### src/rtl/scr_pkg.sv
// shared types and constants for the second-chance page replacer
package scr_pkg;

  localparam int unsigned CFG_W      = 4;
  localparam int unsigned FAULT_W    = 16;
  localparam int unsigned FIDX_OUT_W = 3;

  localparam logic [CFG_W-1:0]   CFG_FRAMES_RESET = 4'd8;
  localparam logic [FAULT_W-1:0] FAULT_MAX        = 16'hFFFF;

  // register index of frames_in_use
  localparam logic REG_FRAMES_IN_USE = 1'b0;

  typedef enum logic [2:0] {
    ST_IDLE,
    ST_LOOKUP,
    ST_RESOLVE,
    ST_SWEEP,
    ST_FINISH
  } scr_state_e;

  typedef struct packed {
    logic capture;
    logic lookup;
    logic resolve;
    logic sweep;
    logic load_out;
  } scr_cmd_t;

  typedef struct packed {
    logic hit;
    logic cur_use;
    logic out_free;
  } scr_sts_t;

endpackage

### src/rtl/second_chance_page_replacer.sv
// top level of the second-chance (clock) page replacer
//
// input channel: one page_number_i per item, accepted when in_valid_i is high
// and in_stall_o is low. output channel: one result item per input item
// (was_hit_o, frame_index_o, faults_so_far_o), taken when out_valid_o is high
// and out_stall_i is low.
// a hit passes through lookup, resolve and finish; a miss also sweeps, and the
// clock hand clears each set use bit on its way, at most NUM_FRAMES of them.
// the hand sweep, one frame per cycle, sets the miss time.
// one item is in work at a time; the next is accepted in the cycle after the
// result enters the output register, even while that result is still stalled.
// a result that finds the output register full waits until it drains.
// reset empties all frames, clears use bits, hand and fault counter, and sets
// frames_in_use to 8. frames_in_use sits at byte address 0 of the apb port; the
// user must write it only while the block is idle; this is not enforced.
module second_chance_page_replacer #(
  parameter int unsigned NUM_FRAMES = 8,
  parameter int unsigned PAGE_BITS  = 16
) (
  input  logic                            clk_i,
  input  logic                            rst_ni,
  input  logic                            psel,
  input  logic                            penable,
  input  logic                            pwrite,
  input  logic [2:0]                      paddr,
  input  logic [31:0]                     pwdata,
  output logic [31:0]                     prdata,
  output logic                            pready,
  input  logic                            in_valid_i,
  output logic                            in_stall_o,
  input  logic [PAGE_BITS-1:0]            page_number_i,
  output logic                            out_valid_o,
  input  logic                            out_stall_i,
  output logic                            was_hit_o,
  output logic [scr_pkg::FIDX_OUT_W-1:0]  frame_index_o,
  output logic [scr_pkg::FAULT_W-1:0]     faults_so_far_o
);
  import scr_pkg::*;

  logic [CFG_W-1:0] frames_in_use_q;
  logic             reg_sel;
  scr_cmd_t         cmd;
  scr_sts_t         sts;

  assign pready  = 1'b1;
  assign reg_sel = (paddr[2] == REG_FRAMES_IN_USE);

  always_ff @(posedge clk_i or negedge rst_ni) begin
    if (!rst_ni) begin
      frames_in_use_q <= CFG_FRAMES_RESET;
    end else if (psel && penable && pwrite && reg_sel) begin
      frames_in_use_q <= pwdata[CFG_W-1:0];
    end
  end

  assign prdata = reg_sel ? {{(32 - CFG_W){1'b0}}, frames_in_use_q} : '0;

  scr_ctrl u_ctrl (
    .clk_i      (clk_i),
    .rst_ni     (rst_ni),
    .in_valid_i (in_valid_i),
    .in_stall_o (in_stall_o),
    .sts_i      (sts),
    .cmd_o      (cmd)
  );

  scr_dp #(
    .NUM_FRAMES (NUM_FRAMES),
    .PAGE_BITS  (PAGE_BITS)
  ) u_dp (
    .clk_i           (clk_i),
    .rst_ni          (rst_ni),
    .frames_in_use_i (frames_in_use_q),
    .page_number_i   (page_number_i),
    .cmd_i           (cmd),
    .sts_o           (sts),
    .out_valid_o     (out_valid_o),
    .out_stall_i     (out_stall_i),
    .was_hit_o       (was_hit_o),
    .frame_index_o   (frame_index_o),
    .faults_so_far_o (faults_so_far_o)
  );

endmodule

### src/rtl/scr_ctrl.sv
// controller state machine for the second-chance page replacer
module scr_ctrl (
  input  logic             clk_i,
  input  logic             rst_ni,
  input  logic             in_valid_i,
  output logic             in_stall_o,
  input  scr_pkg::scr_sts_t sts_i,
  output scr_pkg::scr_cmd_t cmd_o
);
  import scr_pkg::*;

  scr_state_e state_q, state_d;

  always_ff @(posedge clk_i or negedge rst_ni) begin
    if (!rst_ni) begin
      state_q <= ST_IDLE;
    end else begin
      state_q <= state_d;
    end
  end

  always_comb begin
    state_d    = state_q;
    cmd_o      = '0;
    in_stall_o = 1'b1;
    case (state_q)
      ST_IDLE: begin
        in_stall_o = 1'b0;
        if (in_valid_i) begin
          cmd_o.capture = 1'b1;
          state_d       = ST_LOOKUP;
        end
      end
      ST_LOOKUP: begin
        cmd_o.lookup = 1'b1;
        state_d      = ST_RESOLVE;
      end
      ST_RESOLVE: begin
        cmd_o.resolve = 1'b1;
        state_d       = sts_i.hit ? ST_FINISH : ST_SWEEP;
      end
      ST_SWEEP: begin
        cmd_o.sweep = 1'b1;
        if (!sts_i.cur_use) begin
          state_d = ST_FINISH;
        end
      end
      ST_FINISH: begin
        if (sts_i.out_free) begin
          cmd_o.load_out = 1'b1;
          state_d        = ST_IDLE;
        end
      end
      default: begin
        state_d = ST_IDLE;
      end
    endcase
  end

endmodule

### src/rtl/scr_dp.sv
// datapath: frame table, use bits, clock hand, fault counter and output register
module scr_dp #(
  parameter int unsigned NUM_FRAMES = 8,
  parameter int unsigned PAGE_BITS  = 16
) (
  input  logic                            clk_i,
  input  logic                            rst_ni,
  input  logic [scr_pkg::CFG_W-1:0]       frames_in_use_i,
  input  logic [PAGE_BITS-1:0]            page_number_i,
  input  scr_pkg::scr_cmd_t               cmd_i,
  output scr_pkg::scr_sts_t               sts_o,
  output logic                            out_valid_o,
  input  logic                            out_stall_i,
  output logic                            was_hit_o,
  output logic [scr_pkg::FIDX_OUT_W-1:0]  frame_index_o,
  output logic [scr_pkg::FAULT_W-1:0]     faults_so_far_o
);
  import scr_pkg::*;

  localparam int unsigned FIDX_W = (NUM_FRAMES > 1) ? $clog2(NUM_FRAMES) : 1;
  localparam int unsigned CNT_W  = $clog2(NUM_FRAMES + 1);

  logic [PAGE_BITS-1:0]  frame_page_q [NUM_FRAMES];
  logic [NUM_FRAMES-1:0] frame_valid_q;
  logic [NUM_FRAMES-1:0] use_q;
  logic [NUM_FRAMES-1:0] match_q;
  logic [NUM_FRAMES-1:0] match_d;
  logic [PAGE_BITS-1:0]  page_q;
  logic [FIDX_W-1:0]     ptr_q;
  logic [FIDX_W-1:0]     ptr_adv;
  logic [FIDX_W-1:0]     slot_q;
  logic [FIDX_W-1:0]     first_hit;
  logic [FAULT_W-1:0]    fault_q;
  logic                  hit_q;
  logic [CNT_W-1:0]      n_active;
  logic [CNT_W-1:0]      ptr_ext;
  logic [CNT_W-1:0]      ptr_inc;
  logic [FIDX_W+FIDX_OUT_W-1:0] slot_ext;

  logic                  out_valid_q;
  logic                  out_hit_q;
  logic [FIDX_OUT_W-1:0] out_idx_q;
  logic [FAULT_W-1:0]    out_faults_q;

  // active frame count, zero acts as one and large values clamp
  always_comb begin
    if (frames_in_use_i == '0) begin
      n_active = CNT_W'(1);
    end else if (32'(frames_in_use_i) > NUM_FRAMES) begin
      n_active = CNT_W'(NUM_FRAMES);
    end else begin
      n_active = CNT_W'(frames_in_use_i);
    end
  end

  // parallel compare lanes
  for (genvar g = 0; g < NUM_FRAMES; g++) begin : g_cmp
    assign match_d[g] = frame_valid_q[g] && (frame_page_q[g] == page_q) &&
                        (CNT_W'(g) < n_active);
  end

  // lowest matching frame
  always_comb begin
    first_hit = '0;
    for (int i = NUM_FRAMES - 1; i >= 0; i--) begin
      if (match_q[i]) begin
        first_hit = FIDX_W'(i);
      end
    end
  end

  assign ptr_ext = CNT_W'(ptr_q);
  assign ptr_inc = ptr_ext + CNT_W'(1);
  assign ptr_adv = (ptr_inc >= n_active) ? '0 : FIDX_W'(ptr_inc);

  assign sts_o.hit      = |match_q;
  assign sts_o.cur_use  = use_q[ptr_q];
  assign sts_o.out_free = !out_valid_q || !out_stall_i;

  always_ff @(posedge clk_i) begin
    if (cmd_i.capture) begin
      page_q <= page_number_i;
    end
    if (cmd_i.lookup) begin
      match_q <= match_d;
    end
    if (cmd_i.sweep && !use_q[ptr_q]) begin
      frame_page_q[ptr_q] <= page_q;
    end
  end

  always_ff @(posedge clk_i or negedge rst_ni) begin
    if (!rst_ni) begin
      frame_valid_q <= '0;
      use_q         <= '0;
      ptr_q         <= '0;
      fault_q       <= '0;
      hit_q         <= 1'b0;
      slot_q        <= '0;
    end else begin
      if (cmd_i.resolve) begin
        hit_q <= |match_q;
        if (|match_q) begin
          use_q[first_hit] <= 1'b1;
          slot_q           <= first_hit;
        end else begin
          if (fault_q != FAULT_MAX) begin
            fault_q <= fault_q + FAULT_W'(1);
          end
          if (ptr_ext >= n_active) begin
            ptr_q <= '0;
          end
        end
      end
      if (cmd_i.sweep) begin
        ptr_q <= ptr_adv;
        if (use_q[ptr_q]) begin
          use_q[ptr_q] <= 1'b0;
        end else begin
          use_q[ptr_q]         <= 1'b1;
          frame_valid_q[ptr_q] <= 1'b1;
          slot_q               <= ptr_q;
        end
      end
    end
  end

  assign slot_ext = {{FIDX_OUT_W{1'b0}}, slot_q};

  // output register
  always_ff @(posedge clk_i or negedge rst_ni) begin
    if (!rst_ni) begin
      out_valid_q <= 1'b0;
    end else if (cmd_i.load_out) begin
      out_valid_q <= 1'b1;
    end else if (!out_stall_i) begin
      out_valid_q <= 1'b0;
    end
  end

  always_ff @(posedge clk_i) begin
    if (cmd_i.load_out) begin
      out_hit_q    <= hit_q;
      out_idx_q    <= slot_ext[FIDX_OUT_W-1:0];
      out_faults_q <= fault_q;
    end
  end

  assign out_valid_o     = out_valid_q;
  assign was_hit_o       = out_hit_q;
  assign frame_index_o   = out_idx_q;
  assign faults_so_far_o = out_faults_q;

endmodule
### config.mk
export PLATFORM = sky130hd
export DESIGN_NAME = second_chance_page_replacer
export DESIGN_NICKNAME = d
export VERILOG_FILES = /design/src/rtl/scr_pkg.sv /design/src/rtl/second_chance_page_replacer.sv /design/src/rtl/scr_ctrl.sv /design/src/rtl/scr_dp.sv
export SDC_FILE = /design/constraint.sdc
export NUM_CORES = 1
export LEC_CHECK = 0
export BUFFER_PORTS_ARGS = -buffer_cell sky130_fd_sc_hd__buf_2
export CORE_MARGIN = 1
export CORE_UTILIZATION = 58
export CTS_CLUSTER_SIZE = 16
export DETAILED_ROUTE_END_ITERATION = 16
export GPL_ROUTABILITY_DRIVEN = 0
export PLACE_DENSITY_LB_ADDON = 0.3
export SLEW_MARGIN = 20
export SYNTH_ARGS = -nofsm -noshare
export SYNTH_HDL_FRONTEND = slang
export SYNTH_HIERARCHICAL = 1
export SYNTH_SLANG_ARGS = --single-unit
export TNS_END_PERCENT = 5
### constraint.sdc
create_clock -name clk_i -period 3.89 [get_ports clk_i]
set_input_delay 0.389 -clock clk_i [delete_from_list [all_inputs] [get_ports clk_i]]
set_output_delay 0.389 -clock clk_i [all_outputs]
set_load 0.05 [all_outputs]
==> flow_summary.toml, run 1 <==
[timing]
slew_headroom_pct = 41.8
fmax_mhz = 418
rsz0062_at_grt = "false"
period_share_pct = 61.4
min_period_ns = 2.39
finClkSkew_ns = 0.00570
setup_violations = 0
worst_slew_pin_slew_ns = 0.873
hold_violations = 0
drv_slew = 0
finalSetupTns_ns = 0

[clocking]
htreeDepth = 1
cts_sinks = 219
cts_resized = 0
clock_latency_ns = 0.51
cts_made_buffers = 23
clockBufferDepth = 3
root_buffer = "clkbuf_16"
cts_tree = "built"
clk_pin_slew_ns = 0.06

[grt]
grt_pass1_vias = 5405
grt_overflow = 0
grt_max_degree = 32
grt_antenna_before_repair = 0
grt_pass1_wl_um = 29000
grt_usage_pct = 23.0

[floorplan]
row_count = 46
die_h_um = 130
io_pins = 113
initial_core_util_pct = 59.8
fp.dieArea_mm2 = 0.0169
die_x_um = 130
core_area_mm2 = 0.0159

[cells_and_area]
drive_above_1_share_pct = 19.6
multi_input_area_mm2 = 0.00297
nets = 799
stdcell_count = 965
num_antenna_cells = 0
fill_cells = 1112
syn2layout_area_growth_pct = 13.1
ff_latch_area_mm2 = 0.00634

[pwr]
seqPwrFrac_pct = 48.3
clkPwrFrac_pct = 29.8
p_comb_share_pct = 22.0
power_uw = 6850
power_density_mw_per_mm2 = 636
vdd_drop_max_v = 0.000520
power.switching_uw = 2180
netSwitchingFraction_pct = 31.8
intPower_uw = 4670
p_leak_uw = 0.00397

[yosys]
yosys_warnings = 6
synth_edf_count = 172
netlist_area_mm2 = 0.00953
syn_area_per_cell_um2 = 14.5
synth_cell_types = 70
netlist_instances = 655
ys_seq_area_share_pct = 66.6
synthArstFlopShare_pct = 21.5
synthFlopType = "edfxtp_1"
synth-seq-cells = 219

[worst_setup_path]
path_class = "flip-flop to flip-flop"
cp.arrival_ns = 2.58
cp-start-kind = "flip-flop"
cp_max_fo = 17
end_kind = "flip-flop"
cp.required_ns = 4.08

[drt]
drc = 0
drt_pass1_iterations = 6
wl_um = 18200
vias = 5343
drt_iter0_drc = 425
route.detailed.wl_per_inst_um = 18.9
vias_per_cell = 5.54
drtAntennaViolNets = 0

[place]
port_buffers = 53
dpl.cell_count = 922
dp_hpwl_um = 12000

[status]
status = "finished clean"

[min_path]
min_path_type = "input port to flip-flop"

[flow_run]
maxCapViolCount = 0
-- layout make-up --
type	count	share of cell area [%]
Clock inverter	6	0.325
Clock buffer	36	6.27
Multi-Input combinational cell	402	27.6
Timing Repair Buffer	77	4.16
Tap cell	216	2.51
Inverter	9	0.313
Sequential cell	219	58.8
-- power groups by stage --
stage | clock network, µW | registers, µW | logic, µW
after floorplan | 0 | 3290 | 1090
after global placement | 0 | 3320 | 1430
after detailed placement | 0 | 3340 | 1500
after CTS | 2080 | 3300 | 1510
after global routing | 2180 | 3350 | 1640
final | 2040 | 3310 | 1500
-- path summary, 6_finish.rpt --
kind,to,start,cells past startpoint,slack (ns)
worst max-delay path,u_dp/frame_page_q[4][11]$_DFFE_PP_,u_ctrl/state_q[1]$_DFFE_PN0P_,5,1.50
worst min-delay path,u_dp/page_q[12]$_DFFE_PP_,page_number_i[12],1,0.06
worst max register to register,u_dp/frame_page_q[4][11]$_DFFE_PP_,u_ctrl/state_q[1]$_DFFE_PN0P_,5,1.50
worst min register to register,u_dp/was_hit_o$_DFFE_PP_,u_dp/hit_q$_DFFE_PN0P_,0,0.45
max in group asynchronous,frames_in_use_q[3]$_DFFE_PN1P_,rst_ni,3,2.71
min in group asynchronous,u_dp/fault_q[15]$_DFFE_PN0P_,rst_ni,2,0.37
-- worst max-delay path: stages, from the launching register on --
cell,delay [ns]
dfrtp_1,0.49
or2b_1,0.32
nor2_1,0.37
nand2_1,0.31
nor4_2,0.27
buf_4,0.31
-- per-stage QoR --
stage	utilization, %	cell area, µm²	hold WS [ns]	setup WS [ns]
6_report	67.6	10800	0.0551	1.50
5_1_grt	67.6	10800	0.0389	1.31
4_1_cts	67.6	10800	0.0418	1.50
3_5_place_dp	63.1	10100	0.368	1.52
3_3_place_gp	63.1	10100	0.353	1.60
2_1_floorplan	-	9630	0.0934	0.644
-- per-layer routing --
layer	vias up	GRT usage, %	share of wire [%]
met3	40	3.44	4.8
met1	2638	30.1	43
li1	2478	-	-
met5	-	0	0
met4	0	8.21	3.1
met2	187	39.1	49
-- cells by family (layout without fill, tap and decap cells) --
| family | Yosys count | count (layout) | synth area share (%) |
|---|---|---|---|
| buffers and inverters | 61 | 128 | 3.64 |
| flip-flops | 219 | 219 | 66.6 |
| XOR/XNOR | 142 | 142 | 13.1 |
| multiplexers | 14 | 14 | 2.02 |
| AO/OA/AOI/OAI | 49 | 49 | 3.56 |
| other | 2 | 29 | 0.0788 |
| adder cells (fa/ha/maj) | 9 | 9 | 1.18 |
| AND/OR/NAND/NOR | 159 | 159 | 9.90 |
-- synthesized netlist by cell type (2+ instances only) --
library cell / count / share of area [%]
nand2_1: 20 / 0.79
nand3_1: 18 / 0.95
xor2_1: 59 / 5.4
nand4b_1: 2 / 0.18
ha_1: 9 / 1.2
nor4_1: 18 / 1.2
buf_4: 29 / 2.3
xnor2_1: 83 / 7.6
mux4_2: 2 / 0.47
clkbuf_1: 20 / 0.79
or2_1: 5 / 0.33
inv_1: 8 / 0.32
o22ai_1: 2 / 0.13
edfxtp_1: 172 / 54
a21o_1: 4 / 0.32
o21ai_1: 3 / 0.16
and4_1: 2 / 0.18
nor4_2: 2 / 0.26
nand4_1: 18 / 1.2
and3_1: 4 / 0.26
and2b_2: 4 / 0.37
dfrtp_1: 46 / 12
nor3_1: 13 / 0.68
nand2_2: 2 / 0.13
a211oi_1: 4 / 0.32
conb_1: 2 / 0.079
nor2b_1: 2 / 0.13
nor2_1: 23 / 0.91
nor3_2: 3 / 0.32
mux2_4: 4 / 0.63
mux2i_1: 2 / 0.21
mux2_2: 5 / 0.59
o21ai_0: 6 / 0.32
or4_1: 3 / 0.24
or2_2: 3 / 0.20
nand2b_1: 7 / 0.46
a21oi_1: 13 / 0.68
-- timing repair --
action	CTS	global route
hold buffers	1	0
setup buffers	0	0
endpoints found under the setup margin	0	0
hold endpoints to repair	16	0
-- cells in the final DEF (no fill, tap or decap), types with 3 or more instances in the layout --
master     count
or4_1          3
o21ai_1        3
a211oi_1       4
nand4_1       18
buf_4         23
ha_1           9
edfxtp_1     172
clkbuf_1       9
xnor2_1       83
a21oi_1       13
nor4_2         4
clkinv_2       3
nand3_1       18
or2_2          3
mux2_4         4
conb_1        29
dfrtp_1       46
nor2_1        23
clkbuf_16     24
nor3_1         9
nand2b_1       7
xor2_1        59
clkbuf_8       3
buf_2         53
mux2_2         5
nor3_2         7
and3_1         4
inv_1          8
nand2_1       20
a21o_1         4
and2b_2        4
or2_1          5
nor4_1        16
o21ai_0        6
-- sequential cells by signal, indices dropped and copies added, names as in the netlist --
register,count
u_dp/frame_valid_q,8
frames_in_use_q,4
u_dp/faults_so_far_o,16
u_dp/page_q,16
u_dp/hit_q,1
u_dp/out_valid_o,1
u_dp/fault_q,16
u_dp/slot_q,3
u_dp/was_hit_o,1
u_ctrl/state_q,3
u_dp/use_q,8
u_dp/frame_index_o,3
u_dp/ptr_q,3
u_dp/match_q,8
u_dp/frame_page_q,128
No activity file was read; power rests on OpenSTA's default activity.
==> run 2: changes to the inputs <==
- clock period: 3.89 -> 2.2 ns (I/O delays scaled with it)
==> flow_summary.toml, run 2 (synthesis gave the netlist of run 1 again) <==
[drt]
vias_per_cell = 5.52
wl_um = 19300
drt_pass1_iterations = 4
vias = 5613
drc = 0
drt_iter0_drc = 393
drtAntennaViolNets = 0
route.detailed.wl_per_inst_um = 18.9

[timing]
fmax_mhz = 485
setup_violations = 0
worst_slew_pin_slew_ns = 0.571
min_period_ns = 2.06
hold_violations = 0
finClkSkew_ns = 0.00865
rsz0062_at_grt = "false"
slew_headroom_pct = 61.9
drv_slew = 0
period_share_pct = 93.7

[cells_and_area]
nets = 851
fin_area_mm2 = 0.0114
largest_register = "u_dp/frame_page_q"
drive_above_1_share_pct = 22.8
final_common_cell = "edfxtp_1"
num_antenna_cells = 0
largest_register_ff_count = 128
syn2layout_area_growth_pct = 20.0
final_cell_mix = "edfxtp_1 (172), xnor2_1 (83), xor2_1 (59)"

[grt]
grt_overflow = 0
grt_busiest_layer = "met2"
globalRouteMet2Util_pct = 42.2
grt_pass1_wl_um = 30200
grt_pass1_vias = 5679
grtUsageMet1_pct = 30.3
grt_max_degree = 25
grt_antenna_before_repair = 0
grt_usage_pct = 24.1
met3_usage_pct = 4.06

[clocking]
cts_made_buffers = 23
clock_latency_ns = 0.52
root_buffer = "clkbuf_16"
clockBufferDepth = 3
htreeDepth = 1
cts_sinks = 219
cts_tree = "built"
clk_pin_slew_ns = 0.06

[place]
dp_hpwl_um = 12700
port_buffers = 53
place_area_mm2 = 0.0104

[floorplan]
io_pins = 113
die_h_um = 130
fp.dieArea_mm2 = 0.0169
core_area_mm2 = 0.0159
row_count = 46
initial_core_util_pct = 59.8
die_x_um = 130

[worst_setup_path]
path_class = "flip-flop to flip-flop"
r2r_slack_ns = 0.14
end_kind = "flip-flop"
cp.arrival_ns = 2.28
cp.required_ns = 2.42
cp_max_fo = 17
cp-start-kind = "flip-flop"

[pwr]
vdd_drop_max_v = 0.000748
p_comb_share_pct = 25.1
intPower_uw = 8660
power_uw = 12600
clkPwrFrac_pct = 30.5
p_leak_uw = 0.00426
power_density_mw_per_mm2 = 1100
netSwitchingFraction_pct = 31.5
power.switching_uw = 3970
seqPwrFrac_pct = 44.3

[status]
status = "finished clean"

[flow_run]
maxCapViolCount = 0

[min_path]
min_path_type = "input port to flip-flop"
==> run 2: per-layer routing <==
metal,part of all wire [%],up-vias
met5,0,-
met4,2.9,0
met3,6.4,42
met2,51,206
met1,40,2778
li1,-,2587
==> run 2: worst max-delay path: stages (launching register included) <==
cell and delay (ns):
dfrtp_1 0.52, inv_1 0.14, nor2_4 0.15, buf_4 0.15
nand2_1 0.24, nor3_2 0.35, buf_12 0.21
==> run 2: final cells by class <==
class / instances / area, µm²
Clock buffer: 27 / 591
Tap cell: 216 / 270
Timing Repair Buffer: 129 / 1000
Clock inverter: 15 / 169
Inverter: 9 / 33.8
Multi-Input combinational cell: 402 / 3020
Sequential cell: 219 / 6340
Fill cell: 1071 / 4510
==> run 2: what timing repair did <==
item	4_1_cts	5_1_grt
buffers inserted	0	2
hold buffers	22	0
endpoints found under the hold margin	43	0
resized for setup	0	5
endpoints found under the setup margin	0	5
==> run 2: metrics by stage <==
step / worst slack (ns) / utilization, % / setup TNS (ns) / hold slack (ns) / std cells
global placement: 0.0983 / 65.3 / 0 / 0.241 / 951
floorplan: -0.238 / - / -16.00 / -0.0756 / 682
global route: 0.0492 / 71.7 / 0 / 0.0253 / 1017
detailed placement: 0.0254 / 65.3 / 0 / 0.248 / 951
CTS: 0.0357 / 71.5 / 0 / 0.0196 / 1015
finish: 0.138 / 71.7 / 0 / 0.0382 / 1017
==> run 2: power groups by stage <==
| stage | combinational, µW | clock, µW | sequential (µW) |
|---|---|---|---|
| 2_1_floorplan | 1970 | 0 | 5820 |
| 3_3_place_gp | 2980 | 0 | 5660 |
| 3_5_place_dp | 3090 | 0 | 5680 |
| 4_1_cts | 3150 | 3930 | 5600 |
| 5_1_grt | 3450 | 4080 | 5660 |
| 6_report | 3180 | 3860 | 5600 |
==> run 2: path summary, 6_finish.rpt <==
check,from,to,depth (start not counted)
hold / removal,in_valid_i,u_ctrl/state_q[2]$_DFFE_PN0P_,2
hold reg to reg,u_dp/hit_q$_DFFE_PN0P_,u_dp/was_hit_o$_DFFE_PP_,0
setup / recovery,u_ctrl/state_q[0]$_DFFE_PN0P_,u_dp/frame_page_q[7][10]$_DFFE_PP_,6
setup reg to reg,u_ctrl/state_q[0]$_DFFE_PN0P_,u_dp/frame_page_q[7][10]$_DFFE_PP_,6
min in group asynchronous,rst_ni,u_dp/frame_valid_q[2]$_DFFE_PN0P_,2
max in group asynchronous,rst_ni,frames_in_use_q[3]$_DFFE_PN1P_,3
==> run 3: changes to the inputs <==
- CORE_MARGIN: 1 -> 8
- PLACE_DENSITY: unset -> 0.77
- PLACE_DENSITY_LB_ADDON: 0.3 -> unset
- SETUP_SLACK_MARGIN: unset -> 0.2
==> flow_summary.toml, run 3 (synthesis gave the netlist of run 1 again) <==
[drt]
wl_um = 19500
drc = 0
route.detailed.wl_per_inst_um = 19.1
drt_pass1_iterations = 5
vias = 5553
drtAntennaViolNets = 0
drt_iter0_drc = 369
vias_per_cell = 5.43

[timing]
setup_violations = 0
finClkSkew_ns = 0.0206
hold_violations = 0
slew_headroom_pct = 61.4
fmax_mhz = 497
min_period_ns = 2.01
drv_slew = 0
period_share_pct = 91.5
worst_slew_pin_slew_ns = 0.579
final.setup.worst_slack_ns = 0.187
rsz0062_at_grt = "true"

[floorplan]
initial_core_util_pct = 58.3
core_area_mm2 = 0.0163
fp.dieArea_mm2 = 0.0208
die_h_um = 144
die_x_um = 144
io_pins = 113
row_count = 47

[worst_setup_path]
end_kind = "flip-flop"
path_class = "flip-flop to flip-flop"
cp_slowest_cell = "edfxtp_1"
slowest_delay_ns = 0.52
cp.required_ns = 2.48
cp.arrival_ns = 2.30
cp_max_fo = 11
cp-start-kind = "flip-flop"
path_cells = "buf_4, xnor2_1, nand4_1, nor3_1, nand3_1, nor4_1"

[clocking]
post_cts_buffers = 0
clockBufferDepth = 3
cts_made_buffers = 23
htreeDepth = 1
clock_latency_ns = 0.52
clk_pin_slew_ns = 0.06
cts_tree = "built"
root_buffer = "clkbuf_16"
cts_sinks = 219

[pwr]
vdd_drop_max_v = 0.000692
power_uw = 12700
power_density_mw_per_mm2 = 1110
p_leak_uw = 0.00430

[flow_run]
maxCapViolCount = 0

[grt]
globalRouteMet2Util_pct = 34.0
met3_usage_pct = 2.77
grt_busiest_layer = "met2"
grt_usage_pct = 19.3
grt_max_degree = 20
grtUsageMet1_pct = 24.6
grt_antenna_before_repair = 0
grt_pass1_vias = 5776
grt_pass1_wl_um = 30900
grt_overflow = 0

[place]
dp_slack_ns = 0.118
dp_hpwl_um = 13300
port_buffers = 53
dpl.cell_count = 959

[cells_and_area]
largest_register_ff_count = 128
drive_above_1_share_pct = 23.3
largest_register = "u_dp/frame_page_q"
num_antenna_cells = 0
stdcell_count = 1023
nets = 853
syn2layout_area_growth_pct = 20.2
fill_cells = 1119
final_cell_mix = "edfxtp_1 (172), xnor2_1 (83), xor2_1 (59)"
final_common_cell = "edfxtp_1"

[min_path]
min_path_type = "input port to flip-flop"

[status]
status = "finished clean"
==> run 3: changes by cell type in the layout (fill, tap and decap cells not counted), sizes merged <==
cell,previous run,this run
buf,107,109
clkbuf,27,30
clkinv,8,7
clkinvlp,2,0
==> run 3: routing by layer <==
metal	wire (µm)	part of all wire [%]
met1	7940	41
met2	10100	52
met3	1070	5.5
met4	408	2.1
met5	0	0
==> run 3: metrics by stage <==
stage | cell area (µm²) | hold slack, ns | TNS [ns] | utilization (%)
4_1_cts | 11400 | 0.0301 | 0 | 69.9
5_1_grt | 11500 | 0.0409 | 0 | 70.1
6_report | 11500 | 0.0422 | 0 | 70.1
3_3_place_gp | 10400 | 0.178 | 0 | 63.8
3_5_place_dp | 10400 | 0.179 | 0 | 63.8
2_1_floorplan | 9690 | -0.0756 | -16.00 | -
==> run 3: cell type report <==
class	instances	area [µm²]	area share [%]
flip-flops and latches	219	6340	55.4
multi-input cells	402	3040	26.6
repair buffers	131	1010	8.81
clock buffers	30	602	5.25
well taps	220	275	2.40
clock inverters	12	150	1.31
inverters	9	33.8	0.295
==> run 3: critical path, delay by kind of cell, from the launching register on <==
family	cells	cell delay, ns
flip-flops	1	0.52
XOR/XNOR	1	0.21
buffers and inverters	1	0.26
AND/OR/NAND/NOR	4	0.80
==> run 3: repair_timing <==
item                       CTS  global route
gates resized for setup      2             8
hold buffers                22             0
setup endpoints to repair   74           119
hold endpoints to repair    38             0
pin swaps                    0             1
==> run 3: path summary, 6_finish.rpt <==
kind,start,endpoint,slack (ns),depth (start not counted)
worst max-delay path,u_dp/page_q[8]$_DFFE_PP_,u_dp/match_q[3]$_DFFE_PP_,0.19,6
worst min-delay path,in_valid_i,u_ctrl/state_q[2]$_DFFE_PN0P_,0.04,2
worst max register to register,u_dp/page_q[8]$_DFFE_PP_,u_dp/match_q[3]$_DFFE_PP_,0.19,6
max in group asynchronous,rst_ni,frames_in_use_q[3]$_DFFE_PN1P_,1.32,3
worst min register to register,u_dp/hit_q$_DFFE_PN0P_,u_dp/was_hit_o$_DFFE_PP_,0.44,0
min in group asynchronous,rst_ni,u_dp/fault_q[6]$_DFFE_PN0P_,0.19,2
==> run 3: where the power goes <==
part	internal (µW)	total, µW	switching, µW
Sequential	5140	5580	437
Clock	2300	3840	1540
Combinational	1280	3310	2030
Total	8720	12700	4010
